`src/hw/rtl/itp_pkg.sv`:
```
// ----------------------------------------------------------------------------
// itp_pkg
// Shared types and constants of the infix to postfix converter: character
// codes, stacked operator codes and the command passed from front to back.
// ----------------------------------------------------------------------------
package itp_pkg;

  localparam int STACK_DEPTH_DEF = 32;

  // ascii characters the converter recognizes
  localparam logic [7:0] CH_TERM    = 8'h00;
  localparam logic [7:0] CH_DOLLAR  = 8'h24;
  localparam logic [7:0] CH_LPAREN  = 8'h28;
  localparam logic [7:0] CH_RPAREN  = 8'h29;
  localparam logic [7:0] CH_STAR    = 8'h2A;
  localparam logic [7:0] CH_PLUS    = 8'h2B;
  localparam logic [7:0] CH_MINUS   = 8'h2D;
  localparam logic [7:0] CH_SLASH   = 8'h2F;
  localparam logic [7:0] CH_ZERO    = 8'h30;
  localparam logic [7:0] CH_NINE    = 8'h39;
  localparam logic [7:0] CH_UPPER_A = 8'h41;
  localparam logic [7:0] CH_UPPER_Z = 8'h5A;
  localparam logic [7:0] CH_LOWER_A = 8'h61;
  localparam logic [7:0] CH_LOWER_Z = 8'h7A;

  // operator codes as held on the stack
  typedef logic [2:0] opcode_t;
  localparam opcode_t OP_LPAREN = 3'd0;
  localparam opcode_t OP_PLUS   = 3'd1;
  localparam opcode_t OP_MINUS  = 3'd2;
  localparam opcode_t OP_MUL    = 3'd3;
  localparam opcode_t OP_DIV    = 3'd4;
  localparam opcode_t OP_POW    = 3'd5;

  typedef enum logic [2:0] {
    CMD_OPERAND,
    CMD_LPAREN,
    CMD_RPAREN,
    CMD_OPER,
    CMD_END
  } cmd_kind_t;

  typedef struct packed {
    cmd_kind_t  kind;
    logic [7:0] symbol;
    opcode_t    code;
  } cmd_t;

endpackage

```
`src/hw/rtl/itp_infix_if.sv`:
```
// ----------------------------------------------------------------------------
// itp_infix_if
// Input channel: one infix character or an end of expression mark.
// ----------------------------------------------------------------------------
interface itp_infix_if;
  logic       valid;
  logic       ready;
  logic [7:0] symbol;
  logic       end_of_expr;

  modport source (output valid, output symbol, output end_of_expr, input ready);
  modport sink   (input valid, input symbol, input end_of_expr, output ready);
endinterface

```
`src/hw/rtl/itp_postfix_if.sv`:
```
// ----------------------------------------------------------------------------
// itp_postfix_if
// Output channel: one postfix character with run and overflow flags.
// ----------------------------------------------------------------------------
interface itp_postfix_if;
  logic       valid;
  logic       ready;
  logic [7:0] out_symbol;
  logic       last_of_run;
  logic       overflow_seen;

  modport source (output valid, output out_symbol, output last_of_run,
                  output overflow_seen, input ready);
  modport sink   (input valid, input out_symbol, input last_of_run,
                  input overflow_seen, output ready);
endinterface

```
`src/hw/rtl/infix_to_postfix_converter.sv`:
```
// ----------------------------------------------------------------------------
// infix_to_postfix_converter
// Shunting-yard converter: infix characters in, postfix characters out.
//
//   channel   dir   payload                                  handshake
//   infix     in    symbol[7:0], end_of_expr                 valid/ready
//   postfix   out   out_symbol[7:0], last_of_run,            valid/ready
//                   overflow_seen
//
// Back end does at most one stack push or pop per cycle: operands are emitted,
// '(' is pushed, operators pop entries of equal or higher precedence and are
// pushed, ')' pops to its '(', end pops all entries and emits the terminator.
// Front end queues up to two commands, so input flows during pops until full.
// Synchronous reset empties stack and queue; stack ram needs no clearing.
// Back end stalls only on cycles that emit while the output register is held.
// ----------------------------------------------------------------------------
module infix_to_postfix_converter import itp_pkg::*; #(
  parameter int STACK_DEPTH = STACK_DEPTH_DEF
) (
  input logic clk,
  input logic rst,
  itp_infix_if.sink     infix,
  itp_postfix_if.source postfix
);

  cmd_t cmd;
  logic cmd_valid;
  logic cmd_ready;

  itp_front u_front (
    .clk       (clk),
    .rst       (rst),
    .infix     (infix),
    .cmd       (cmd),
    .cmd_valid (cmd_valid),
    .cmd_ready (cmd_ready)
  );

  itp_back #(
    .STACK_DEPTH (STACK_DEPTH)
  ) u_back (
    .clk       (clk),
    .rst       (rst),
    .cmd       (cmd),
    .cmd_valid (cmd_valid),
    .cmd_ready (cmd_ready),
    .postfix   (postfix)
  );

endmodule

```
`src/hw/rtl/itp_ram.sv`:
```
// ----------------------------------------------------------------------------
// itp_ram
// Generic single write port, single read port RAM with registered read.
// ----------------------------------------------------------------------------
module itp_ram #(
  parameter int WIDTH = 8,
  parameter int DEPTH = 32
) (
  input  logic                     clk,
  input  logic                     wr_en,
  input  logic [$clog2(DEPTH)-1:0] wr_addr,
  input  logic [WIDTH-1:0]         wr_data,
  input  logic [$clog2(DEPTH)-1:0] rd_addr,
  output logic [WIDTH-1:0]         rd_data
);

  logic [WIDTH-1:0] mem [DEPTH];

  always_ff @(posedge clk) begin
    if (wr_en) begin
      mem[wr_addr] <= wr_data;
    end
    rd_data <= mem[rd_addr];
  end

endmodule

```
`src/hw/rtl/itp_front.sv`:
```
// ----------------------------------------------------------------------------
// itp_front
// Accepts infix characters, classifies them into commands and queues them
// for the back end. Characters of no meaning are dropped here.
// ----------------------------------------------------------------------------
module itp_front import itp_pkg::*; (
  input  logic clk,
  input  logic rst,
  itp_infix_if.sink infix,
  output cmd_t cmd,
  output logic cmd_valid,
  input  logic cmd_ready
);

  localparam int QUEUE_DEPTH = 2;
  localparam int PTR_W       = $clog2(QUEUE_DEPTH);
  localparam int CNT_W       = $clog2(QUEUE_DEPTH + 1);

  cmd_t             queue [QUEUE_DEPTH];
  logic [PTR_W-1:0] wr_ptr;
  logic [PTR_W-1:0] rd_ptr;
  logic [CNT_W-1:0] count;
  logic [CNT_W-1:0] count_next;

  cmd_t new_cmd;
  logic keep;
  logic push;
  logic pop;

  always_comb begin
    new_cmd.kind   = CMD_OPERAND;
    new_cmd.symbol = infix.symbol;
    new_cmd.code   = OP_LPAREN;
    keep           = 1'b1;
    if (infix.end_of_expr) begin
      new_cmd.kind = CMD_END;
    end else begin
      unique case (infix.symbol) inside
        [CH_ZERO:CH_NINE], [CH_UPPER_A:CH_UPPER_Z], [CH_LOWER_A:CH_LOWER_Z]: begin
          new_cmd.kind = CMD_OPERAND;
        end
        CH_LPAREN: new_cmd.kind = CMD_LPAREN;
        CH_RPAREN: new_cmd.kind = CMD_RPAREN;
        CH_PLUS: begin
          new_cmd.kind = CMD_OPER;
          new_cmd.code = OP_PLUS;
        end
        CH_MINUS: begin
          new_cmd.kind = CMD_OPER;
          new_cmd.code = OP_MINUS;
        end
        CH_STAR: begin
          new_cmd.kind = CMD_OPER;
          new_cmd.code = OP_MUL;
        end
        CH_SLASH: begin
          new_cmd.kind = CMD_OPER;
          new_cmd.code = OP_DIV;
        end
        CH_DOLLAR: begin
          new_cmd.kind = CMD_OPER;
          new_cmd.code = OP_POW;
        end
        default: keep = 1'b0;
      endcase
    end
  end

  assign infix.ready = (count != CNT_W'(QUEUE_DEPTH));
  assign push        = infix.valid && infix.ready && keep;
  assign pop         = cmd_valid && cmd_ready;
  assign cmd_valid   = (count != '0);
  assign cmd         = queue[rd_ptr];

  always_comb begin
    count_next = count;
    if (push && !pop) begin
      count_next = count + CNT_W'(1);
    end else if (pop && !push) begin
      count_next = count - CNT_W'(1);
    end
  end

  always_ff @(posedge clk) begin
    if (rst) begin
      wr_ptr <= '0;
      rd_ptr <= '0;
      count  <= '0;
    end else begin
      count <= count_next;
      if (push) begin
        wr_ptr <= (wr_ptr == PTR_W'(QUEUE_DEPTH - 1)) ? '0 : wr_ptr + PTR_W'(1);
      end
      if (pop) begin
        rd_ptr <= (rd_ptr == PTR_W'(QUEUE_DEPTH - 1)) ? '0 : rd_ptr + PTR_W'(1);
      end
    end
  end

  always_ff @(posedge clk) begin
    if (push) begin
      queue[wr_ptr] <= new_cmd;
    end
  end

endmodule

```
`src/hw/rtl/itp_back.sv`:
```
// ----------------------------------------------------------------------------
// itp_back
// Executes queued commands against the operator stack, one push or pop per
// cycle while the output is not held, and drives the postfix output register.
// ----------------------------------------------------------------------------
module itp_back import itp_pkg::*; #(
  parameter int STACK_DEPTH = STACK_DEPTH_DEF
) (
  input  logic clk,
  input  logic rst,
  input  cmd_t cmd,
  input  logic cmd_valid,
  output logic cmd_ready,
  itp_postfix_if.source postfix
);

  localparam int LVL_W  = $clog2(STACK_DEPTH + 1);
  localparam int ADDR_W = $clog2(STACK_DEPTH);

  function automatic logic [1:0] op_prec(opcode_t c);
    logic [1:0] p;
    case (c) inside
      OP_PLUS, OP_MINUS: p = 2'd1;
      OP_MUL, OP_DIV:    p = 2'd2;
      OP_POW:            p = 2'd3;
      default:           p = 2'd0;
    endcase
    return p;
  endfunction

  function automatic logic [7:0] op_char(opcode_t c);
    logic [7:0] ch;
    case (c)
      OP_LPAREN: ch = CH_LPAREN;
      OP_PLUS:   ch = CH_PLUS;
      OP_MINUS:  ch = CH_MINUS;
      OP_MUL:    ch = CH_STAR;
      OP_DIV:    ch = CH_SLASH;
      OP_POW:    ch = CH_DOLLAR;
      default:   ch = CH_TERM;
    endcase
    return ch;
  endfunction

  logic [LVL_W-1:0]  level;
  logic [LVL_W-1:0]  level_next;
  logic              overflow_flag;
  opcode_t           top;
  opcode_t           below;
  logic [ADDR_W-1:0] rd_addr;

  logic       out_valid;
  logic [7:0] out_symbol;
  logic       out_last;
  logic       out_flag;

  logic       emit;
  logic [7:0] emit_sym;
  logic       emit_last;
  logic       do_push;
  opcode_t    push_code;
  logic       do_pop;
  logic       do_clear;
  logic       done;
  logic       go;
  logic       can_emit;
  logic       nonempty;
  logic       full;
  logic       wr_en;

  assign nonempty = (level != '0);
  assign full     = (level == LVL_W'(STACK_DEPTH));
  assign can_emit = !out_valid || postfix.ready;

  always_comb begin
    emit      = 1'b0;
    emit_sym  = CH_TERM;
    emit_last = 1'b0;
    do_push   = 1'b0;
    push_code = OP_LPAREN;
    do_pop    = 1'b0;
    do_clear  = 1'b0;
    done      = 1'b0;
    unique case (cmd.kind)
      CMD_OPERAND: begin
        emit      = 1'b1;
        emit_sym  = cmd.symbol;
        emit_last = 1'b1;
        done      = 1'b1;
      end
      CMD_LPAREN: begin
        do_push = 1'b1;
        done    = 1'b1;
      end
      CMD_OPER: begin
        if (nonempty && (op_prec(cmd.code) <= op_prec(top))) begin
          do_pop    = 1'b1;
          emit      = 1'b1;
          emit_sym  = op_char(top);
          // last pop when the entry below will not pop too
          emit_last = !((level > LVL_W'(1)) && (op_prec(cmd.code) <= op_prec(below)));
        end else begin
          do_push   = 1'b1;
          push_code = cmd.code;
          done      = 1'b1;
        end
      end
      CMD_RPAREN: begin
        if (!nonempty) begin
          done = 1'b1;
        end else begin
          do_pop = 1'b1;
          if (top == OP_LPAREN) begin
            done = 1'b1;
          end else begin
            emit      = 1'b1;
            emit_sym  = op_char(top);
            emit_last = (level == LVL_W'(1)) || (below == OP_LPAREN);
          end
        end
      end
      CMD_END: begin
        if (nonempty) begin
          do_pop = 1'b1;
          emit   = (top != OP_LPAREN);
          emit_sym = op_char(top);
        end else begin
          emit      = 1'b1;
          emit_sym  = CH_TERM;
          emit_last = 1'b1;
          do_clear  = 1'b1;
          done      = 1'b1;
        end
      end
      default: done = 1'b1;
    endcase
  end

  assign go        = cmd_valid && (!emit || can_emit);
  assign cmd_ready = go && done;
  assign wr_en     = go && do_push && !full;

  always_comb begin
    level_next = level;
    if (go) begin
      if (do_clear) begin
        level_next = '0;
      end else if (do_pop) begin
        level_next = level - LVL_W'(1);
      end else if (wr_en) begin
        level_next = level + LVL_W'(1);
      end
    end
  end

  // keep the entry below the top on the ram output at all times
  assign rd_addr = (level_next > LVL_W'(1)) ? ADDR_W'(level_next - LVL_W'(2)) : '0;

  itp_ram #(
    .WIDTH ($bits(opcode_t)),
    .DEPTH (STACK_DEPTH)
  ) u_stack (
    .clk     (clk),
    .wr_en   (wr_en),
    .wr_addr (ADDR_W'(level)),
    .wr_data (push_code),
    .rd_addr (rd_addr),
    .rd_data (below)
  );

  always_ff @(posedge clk) begin
    if (rst) begin
      level         <= '0;
      overflow_flag <= 1'b0;
      out_valid     <= 1'b0;
    end else begin
      level <= level_next;
      if (go && do_clear) begin
        overflow_flag <= 1'b0;
      end else if (go && do_push && full) begin
        overflow_flag <= 1'b1;
      end
      if (go && emit) begin
        out_valid <= 1'b1;
      end else if (postfix.ready) begin
        out_valid <= 1'b0;
      end
    end
  end

  always_ff @(posedge clk) begin
    if (go && do_pop) begin
      top <= below;
    end else if (wr_en) begin
      top <= push_code;
    end
    if (go && emit) begin
      out_symbol <= emit_sym;
      out_last   <= emit_last;
      out_flag   <= overflow_flag;
    end
  end

  assign postfix.valid         = out_valid;
  assign postfix.out_symbol    = out_symbol;
  assign postfix.last_of_run   = out_last;
  assign postfix.overflow_seen = out_flag;

  a_level_bound: assert property (@(posedge clk) disable iff (rst)
    level <= LVL_W'(STACK_DEPTH))
    else $error("stack level beyond depth");

  a_end_clears: assert property (@(posedge clk) disable iff (rst)
    (go && do_clear) |=> (level == '0 && !overflow_flag))
    else $error("end of expression did not clear state");

  a_full_push: assert property (@(posedge clk) disable iff (rst)
    (go && do_push && full && !do_clear) |=> (overflow_flag && $stable(level)))
    else $error("push on full stack not flagged");

  a_term_last: assert property (@(posedge clk) disable iff (rst)
    (out_valid && out_symbol == CH_TERM) |-> out_last)
    else $error("terminator without last flag");

endmodule

```
`src/flat_wrapper.sv`:
```
// flat-port wrapper written by rule: the top's interface ports become plain ports
module infix_to_postfix_converter_flat import itp_pkg::*;
#(
  parameter int STACK_DEPTH = STACK_DEPTH_DEF
)
  (clk, rst, infix_valid, infix_symbol, infix_end_of_expr, infix_ready, postfix_valid, postfix_out_symbol, postfix_last_of_run, postfix_overflow_seen, postfix_ready);
  itp_infix_if infix_i ();
  itp_postfix_if postfix_i ();
  input logic clk;
  input logic rst;
  input wire logic [$bits(infix_i.valid)-1:0] infix_valid;
  input wire logic [$bits(infix_i.symbol)-1:0] infix_symbol;
  input wire logic [$bits(infix_i.end_of_expr)-1:0] infix_end_of_expr;
  output wire logic [$bits(infix_i.ready)-1:0] infix_ready;
  output wire logic [$bits(postfix_i.valid)-1:0] postfix_valid;
  output wire logic [$bits(postfix_i.out_symbol)-1:0] postfix_out_symbol;
  output wire logic [$bits(postfix_i.last_of_run)-1:0] postfix_last_of_run;
  output wire logic [$bits(postfix_i.overflow_seen)-1:0] postfix_overflow_seen;
  input wire logic [$bits(postfix_i.ready)-1:0] postfix_ready;
  assign infix_i.valid = infix_valid;
  assign infix_i.symbol = infix_symbol;
  assign infix_i.end_of_expr = infix_end_of_expr;
  assign infix_ready = infix_i.ready;
  assign postfix_valid = postfix_i.valid;
  assign postfix_out_symbol = postfix_i.out_symbol;
  assign postfix_last_of_run = postfix_i.last_of_run;
  assign postfix_overflow_seen = postfix_i.overflow_seen;
  assign postfix_i.ready = postfix_ready;
  infix_to_postfix_converter #(.STACK_DEPTH(STACK_DEPTH)) u_core (.clk(clk), .rst(rst), .infix(infix_i), .postfix(postfix_i));
endmodule
```
`config.mk`:
```
export PLATFORM = sky130hd
export DESIGN_NAME = infix_to_postfix_converter_flat
export DESIGN_NICKNAME = d
export VERILOG_FILES = /design/src/hw/rtl/itp_pkg.sv /design/src/hw/rtl/itp_infix_if.sv /design/src/hw/rtl/itp_postfix_if.sv /design/src/hw/rtl/infix_to_postfix_converter.sv /design/src/hw/rtl/itp_ram.sv /design/src/hw/rtl/itp_front.sv /design/src/hw/rtl/itp_back.sv /design/src/flat_wrapper.sv
export SDC_FILE = /design/constraint.sdc
export NUM_CORES = 1
export LEC_CHECK = 0
export BUFFER_PORTS_ARGS = -buffer_cell sky130_fd_sc_hd__buf_2
export CAP_MARGIN = 20
export CORE_MARGIN = 2
export CORE_UTILIZATION = 35
export DETAILED_ROUTE_END_ITERATION = 10
export PLACE_DENSITY = 0.52
export SETUP_SLACK_MARGIN = 0.4
export SLEW_MARGIN = 20
export SYNTH_ARGS = -nofsm -noshare
export SYNTH_HDL_FRONTEND = slang
export SYNTH_SLANG_ARGS = --single-unit
```
`constraint.sdc`:
```
create_clock -name clk -period 6.6 [get_ports clk]
set_input_delay 1.32 -clock clk [delete_from_list [all_inputs] [get_ports clk]]
set_output_delay 1.32 -clock clk [all_outputs]
set_load 0.02 [all_outputs]
```
==> parameters.txt <==
Parameter                              Value

Drt
  DR iter-0 viols    slightly above 500
  First drt pass iteration count    5
  Routed wire length    between 15000 and 20000 um
  Post-detailed-route wirelength per cell    roughly 19 um
  Vias    a little over 5000
  Number of nets still failing antenna checks after routing    0
  Mean number of vias per cell    roughly 5.5
  DRC    0

Hold path
  Destination of the worst hold path    u_core.u_back.postfix.overflow_seen$_DFFE_PP_
  Hold Crit Class    reg2reg
  Worst Hold Launch    u_core.u_back.overflow_flag$_SDFFE_PP0P_
  Number of cells traversed by the worst hold path    0

Clock network
  Clock insertion delay at the later pin of the skew report    430 ps
  Hold-fix buffers at CTS    0
  Buffer depth of the longest clock path    2
  Inserted Clock Buffers    17
  Clock transition at the register clock pins on the worst setup and hold paths after CTS    70 ps
  Clock tree from TritonCTS    done
  Level count of the clock H-tree    4
  CTS sink cnt    around 150
  Number of gates given a new drive strength after cts    0
  Clk root buf    sky130_fd_sc_hd__clkbuf_16
  Post-CTS Setup Repair Bufs    0

Yosys
  Sequential share of the synthesized area    59.8%
  Synthesized flop and latch total    about 150
  Commonest register cell after synthesis    sky130_fd_sc_hd__edfxtp_1
  Synth Instances    610
  Netlist area before placement    roughly 7400 um2
  Share of flip-flops with an asynchronous set or reset after synthesis    0%
  Number of nets produced by synthesis    ~630
  Yosys warns    0
  Post-synthesis average cell area    between 10 and 15 um2
  Number of library cell types mapped by synthesis    between 70 and 80
  EDFF count, synth    roughly 140

Global route
  Pin count of the biggest net entering global routing    34
  Wire length of the first global-routing pass    between 20000 and 30000 um
  Global-route congestion overflow total    0
  Fraction of met1 tracks used by global routing    21.9%
  Met3 GRT Util    under 10%
  Initial antenna violation count    0
  Global Route met2 Usage    a little over a quarter
  Most Crowded Layer GR    met2
  Vias in the first global route    roughly 5000
  Total global routing track utilization    between 15 and 20%

STA
  Slew headroom    40.9%
  Count of endpoints failing setup in the final report    0
  Maximum frequency from static timing analysis    between 150 and 200 MHz
  Slew at the pin closest to its max-slew limit    around 900 ps
  Final-report max-slew violation count    0
  Post-route clock skew    13.1 ps
  Final hold slack    roughly 470 ps
  Final period util    between 80% and 90%
  Shortest period the worst path allows    5570 ps
  Final count of hold timing violations    0
  Total negative slack for setup checks    0 ps
  RSZ-0062 raised after global routing    false

Final layout
  Total of fill cells in the finished design    2000
  Utilization after layout    between 40% and 50%
  Nets@finish    around 660
  Final antenna diode count    0
  Total area of multi-input combinational cells    approximately 2800 um2
  Final non-filler cell total    924
  Seq. cell area    approximately 4400 um2
  Area growth from synthesis to layout    13.3%
  Ratio of cells with drive above 1 in the final layout    between 10% and 20%

Placement
  RD Place Congestion    between 0.9 and 1
  Placed instance count    892
  Post-detail-place hpwl    12300 um
  Buffers added on ports    24

Critical path
  Critical-path maximum fanout    25
  Class of the most critical setup path    reg2reg
  CP max-delay cell    sky130_fd_sc_hd__o311ai_1
  Largest delay contributor family on the critical path    compound AO/OA/AOI/OAI gates
  CP Cell Sequence    buf_4, a211oi_1, a31oi_1, ha_1, nor2b_1, o21a_1, o311ai_1, nor3_1, a41oi_1, nand3_1, inv_1, buf_4, ha_1, nor2_1, a22o_1, or3_1, nand4_1
  Register-to-register setup slack    roughly 1000 ps
  Worst setup SP type    register
  CP Capture Type    register
  Depth of the worst register-to-register path    17
  Largest stage delay on the critical path    between 700 and 800 ps
  Crit Reg-Reg Endpoint    u_core.u_back.u_stack.rd_data[0]$_DFF_P_
  Required time worst endpoint    between 6000 and 7000 ps
  Crit path DAT    approximately 5900 ps
  Buffers & Inverters on Critical Path    3

Floorplanning
  Effective utilization at floorplan    a little over a third
  Die Y    around 150 um
  Die X    approximately 150 um
  Core Area    approximately 21000 um2
  Number of primary I/O pins    25
  Rows    53
  Die area    22400 um2

Power and ir drop
  Leakage    3.00 nW
  Pwr/cell area    around 530 nW/um2
  Net switching power figure    around 0.0019 W
  Relative contribution of sequential cells to total power    28.5%
  Internal portion of total power    about 0.0026 W
  Power share of the clock group    a little over a fifth
  Logic gate share of total power    49.6%
  Switching share of power    42.8%
  Peak supply drop    244 uV

Outcome
  Result of the run    finished, final reports clean

Run
  Maxcap violations    0
-- how the worst max path moves through the flow --
stage | end | slack, ps | cells after the start
final | u_core.u_back.u_stack.rd_data[0]$_DFF_P_ | 1030 | 17
after global routing | u_core.u_back.u_stack.rd_data[0]$_DFF_P_ | 580 | 17
after CTS | u_core.u_back.u_stack.rd_data[0]$_DFF_P_ | 1060 | 17
after detailed placement | u_core.u_back.u_stack.rd_data[1]$_DFF_P_ | 1110 | 17
after global placement | u_core.u_back.u_stack.rd_data[0]$_DFF_P_ | 1290 | 17
after floorplan | u_core.u_back.u_stack.rd_data[0]$_DFF_P_ | 1900 | 21
-- cells in the final DEF (no fill, tap or decap), types with 6 or more instances in the layout --
cell and instances:
sky130_fd_sc_hd__edfxtp_1 137, sky130_fd_sc_hd__nor2_1 78, sky130_fd_sc_hd__nand2_1 45, sky130_fd_sc_hd__mux2i_1 39
sky130_fd_sc_hd__a21oi_1 24, sky130_fd_sc_hd__buf_2 24, sky130_fd_sc_hd__o21ai_0 23, sky130_fd_sc_hd__clkbuf_16 17
sky130_fd_sc_hd__dfxtp_1 16, sky130_fd_sc_hd__inv_1 15, sky130_fd_sc_hd__nand2b_1 13, sky130_fd_sc_hd__nor2b_1 10
sky130_fd_sc_hd__ha_1 10, sky130_fd_sc_hd__nor3_1 9, sky130_fd_sc_hd__nand3_1 8, sky130_fd_sc_hd__o211ai_1 8
sky130_fd_sc_hd__buf_4 8, sky130_fd_sc_hd__a31oi_1 7, sky130_fd_sc_hd__or3_1 7, sky130_fd_sc_hd__a22oi_1 7
sky130_fd_sc_hd__nand3b_1 6, sky130_fd_sc_hd__o22ai_1 6
-- Yosys cell counts, types with 10 or more instances --
library cell               instances  area share, %
sky130_fd_sc_hd__nand2_1          45            2.3
sky130_fd_sc_hd__o21ai_0          23            1.6
sky130_fd_sc_hd__nor2b_1          10           0.84
sky130_fd_sc_hd__a21oi_1          24            1.6
sky130_fd_sc_hd__inv_1            15           0.76
sky130_fd_sc_hd__ha_1             10            1.7
sky130_fd_sc_hd__nor2_1           81            4.1
sky130_fd_sc_hd__mux2i_1          39            5.3
sky130_fd_sc_hd__edfxtp_1        137             56
sky130_fd_sc_hd__dfxtp_1          16            4.3
sky130_fd_sc_hd__nand2b_1         13            1.1
-- cell type report --
type                       instances  area share (%)
timing repair buffer              32            2.15
inverter                          15           0.671
sequential                       153            52.8
tap                              275            4.10
clock inverter                    15            2.04
clock buffer                      17            5.07
multi-input combinational        417            33.1
-- sequential cells by signal, summed over array words and instances, names as in the netlist, named ones only --
| register | cells |
|---|---|
| u_core.u_back.postfix.out_symbol | 8 |
| u_core.u_back.postfix.last_of_run | 1 |
| u_core.u_back.level | 6 |
| u_core.u_back.overflow_flag | 1 |
| u_core.u_front.count | 2 |
| u_core.u_back.postfix.overflow_seen | 1 |
| u_core.u_back.u_stack.mem | 96 |
| u_core.u_front.wr_ptr | 1 |
| u_core.u_back.top | 3 |
| u_core.u_back.u_stack.rd_data | 3 |
| u_core.u_front.rd_ptr | 1 |
| u_core.u_front.queue | 28 |
| u_core.u_back.postfix.valid | 1 |
-- metrics by stage --
step / instance area, um2 / total power [W] / setup WS, ps
floorplan: 7410 / 0.00303 / 1900
global placement: 7800 / 0.00346 / 1290
detailed placement: 7800 / 0.00349 / 1110
CTS: 8390 / 0.00448 / 1060
global route: 8390 / 0.00477 / 584
finish: 8390 / 0.00448 / 1030
-- power by group through the flow --
stage	Sequential, W	Combinational, W	Clock [W]
after floorplan	0.00128	0.00175	0
after global placement	0.00130	0.00216	0
after detailed placement	0.00130	0.00220	0
after CTS	0.00128	0.00221	0.000992
after global routing	0.00129	0.00245	0.00104
final	0.00128	0.00222	0.000978
-- routing by layer --
metal / wire [um] / vias up
met2: 8630 / 166
met5: 0 / -
met3: 964 / 30
met4: 254 / 0
li1: - / 2376
met1: 7760 / 2512
-- kinds of logic (layout without fill, tap and decap cells) --
family | Yosys count | count (layout) | share of synthesized area (%)
flip-flops | 153 | 153 | 59.8
AO/OA/AOI/OAI | 143 | 143 | 14.2
XOR/XNOR | 5 | 5 | 0.591
multiplexers | 43 | 43 | 6.33
adder cells (fa/ha/maj) | 10 | 10 | 1.69
buffers and inverters | 40 | 79 | 2.77
AND/OR/NAND/NOR | 216 | 216 | 14.6
-- worst reg2reg max path, stage by stage, from the launching register on --
cell	delay (ps)
sky130_fd_sc_hd__dfxtp_1	530
sky130_fd_sc_hd__buf_4	320
sky130_fd_sc_hd__a211oi_1	80
sky130_fd_sc_hd__a31oi_1	240
sky130_fd_sc_hd__ha_1	280
sky130_fd_sc_hd__nor2b_1	150
sky130_fd_sc_hd__o21a_1	240
sky130_fd_sc_hd__o311ai_1	720
sky130_fd_sc_hd__nor3_1	110
sky130_fd_sc_hd__a41oi_1	210
sky130_fd_sc_hd__nand3_1	470
sky130_fd_sc_hd__inv_1	160
sky130_fd_sc_hd__buf_4	320
sky130_fd_sc_hd__ha_1	680
sky130_fd_sc_hd__nor2_1	320
sky130_fd_sc_hd__a22o_1	270
sky130_fd_sc_hd__or3_1	320
sky130_fd_sc_hd__nand4_1	110
(Power assumes the default switching activity.)
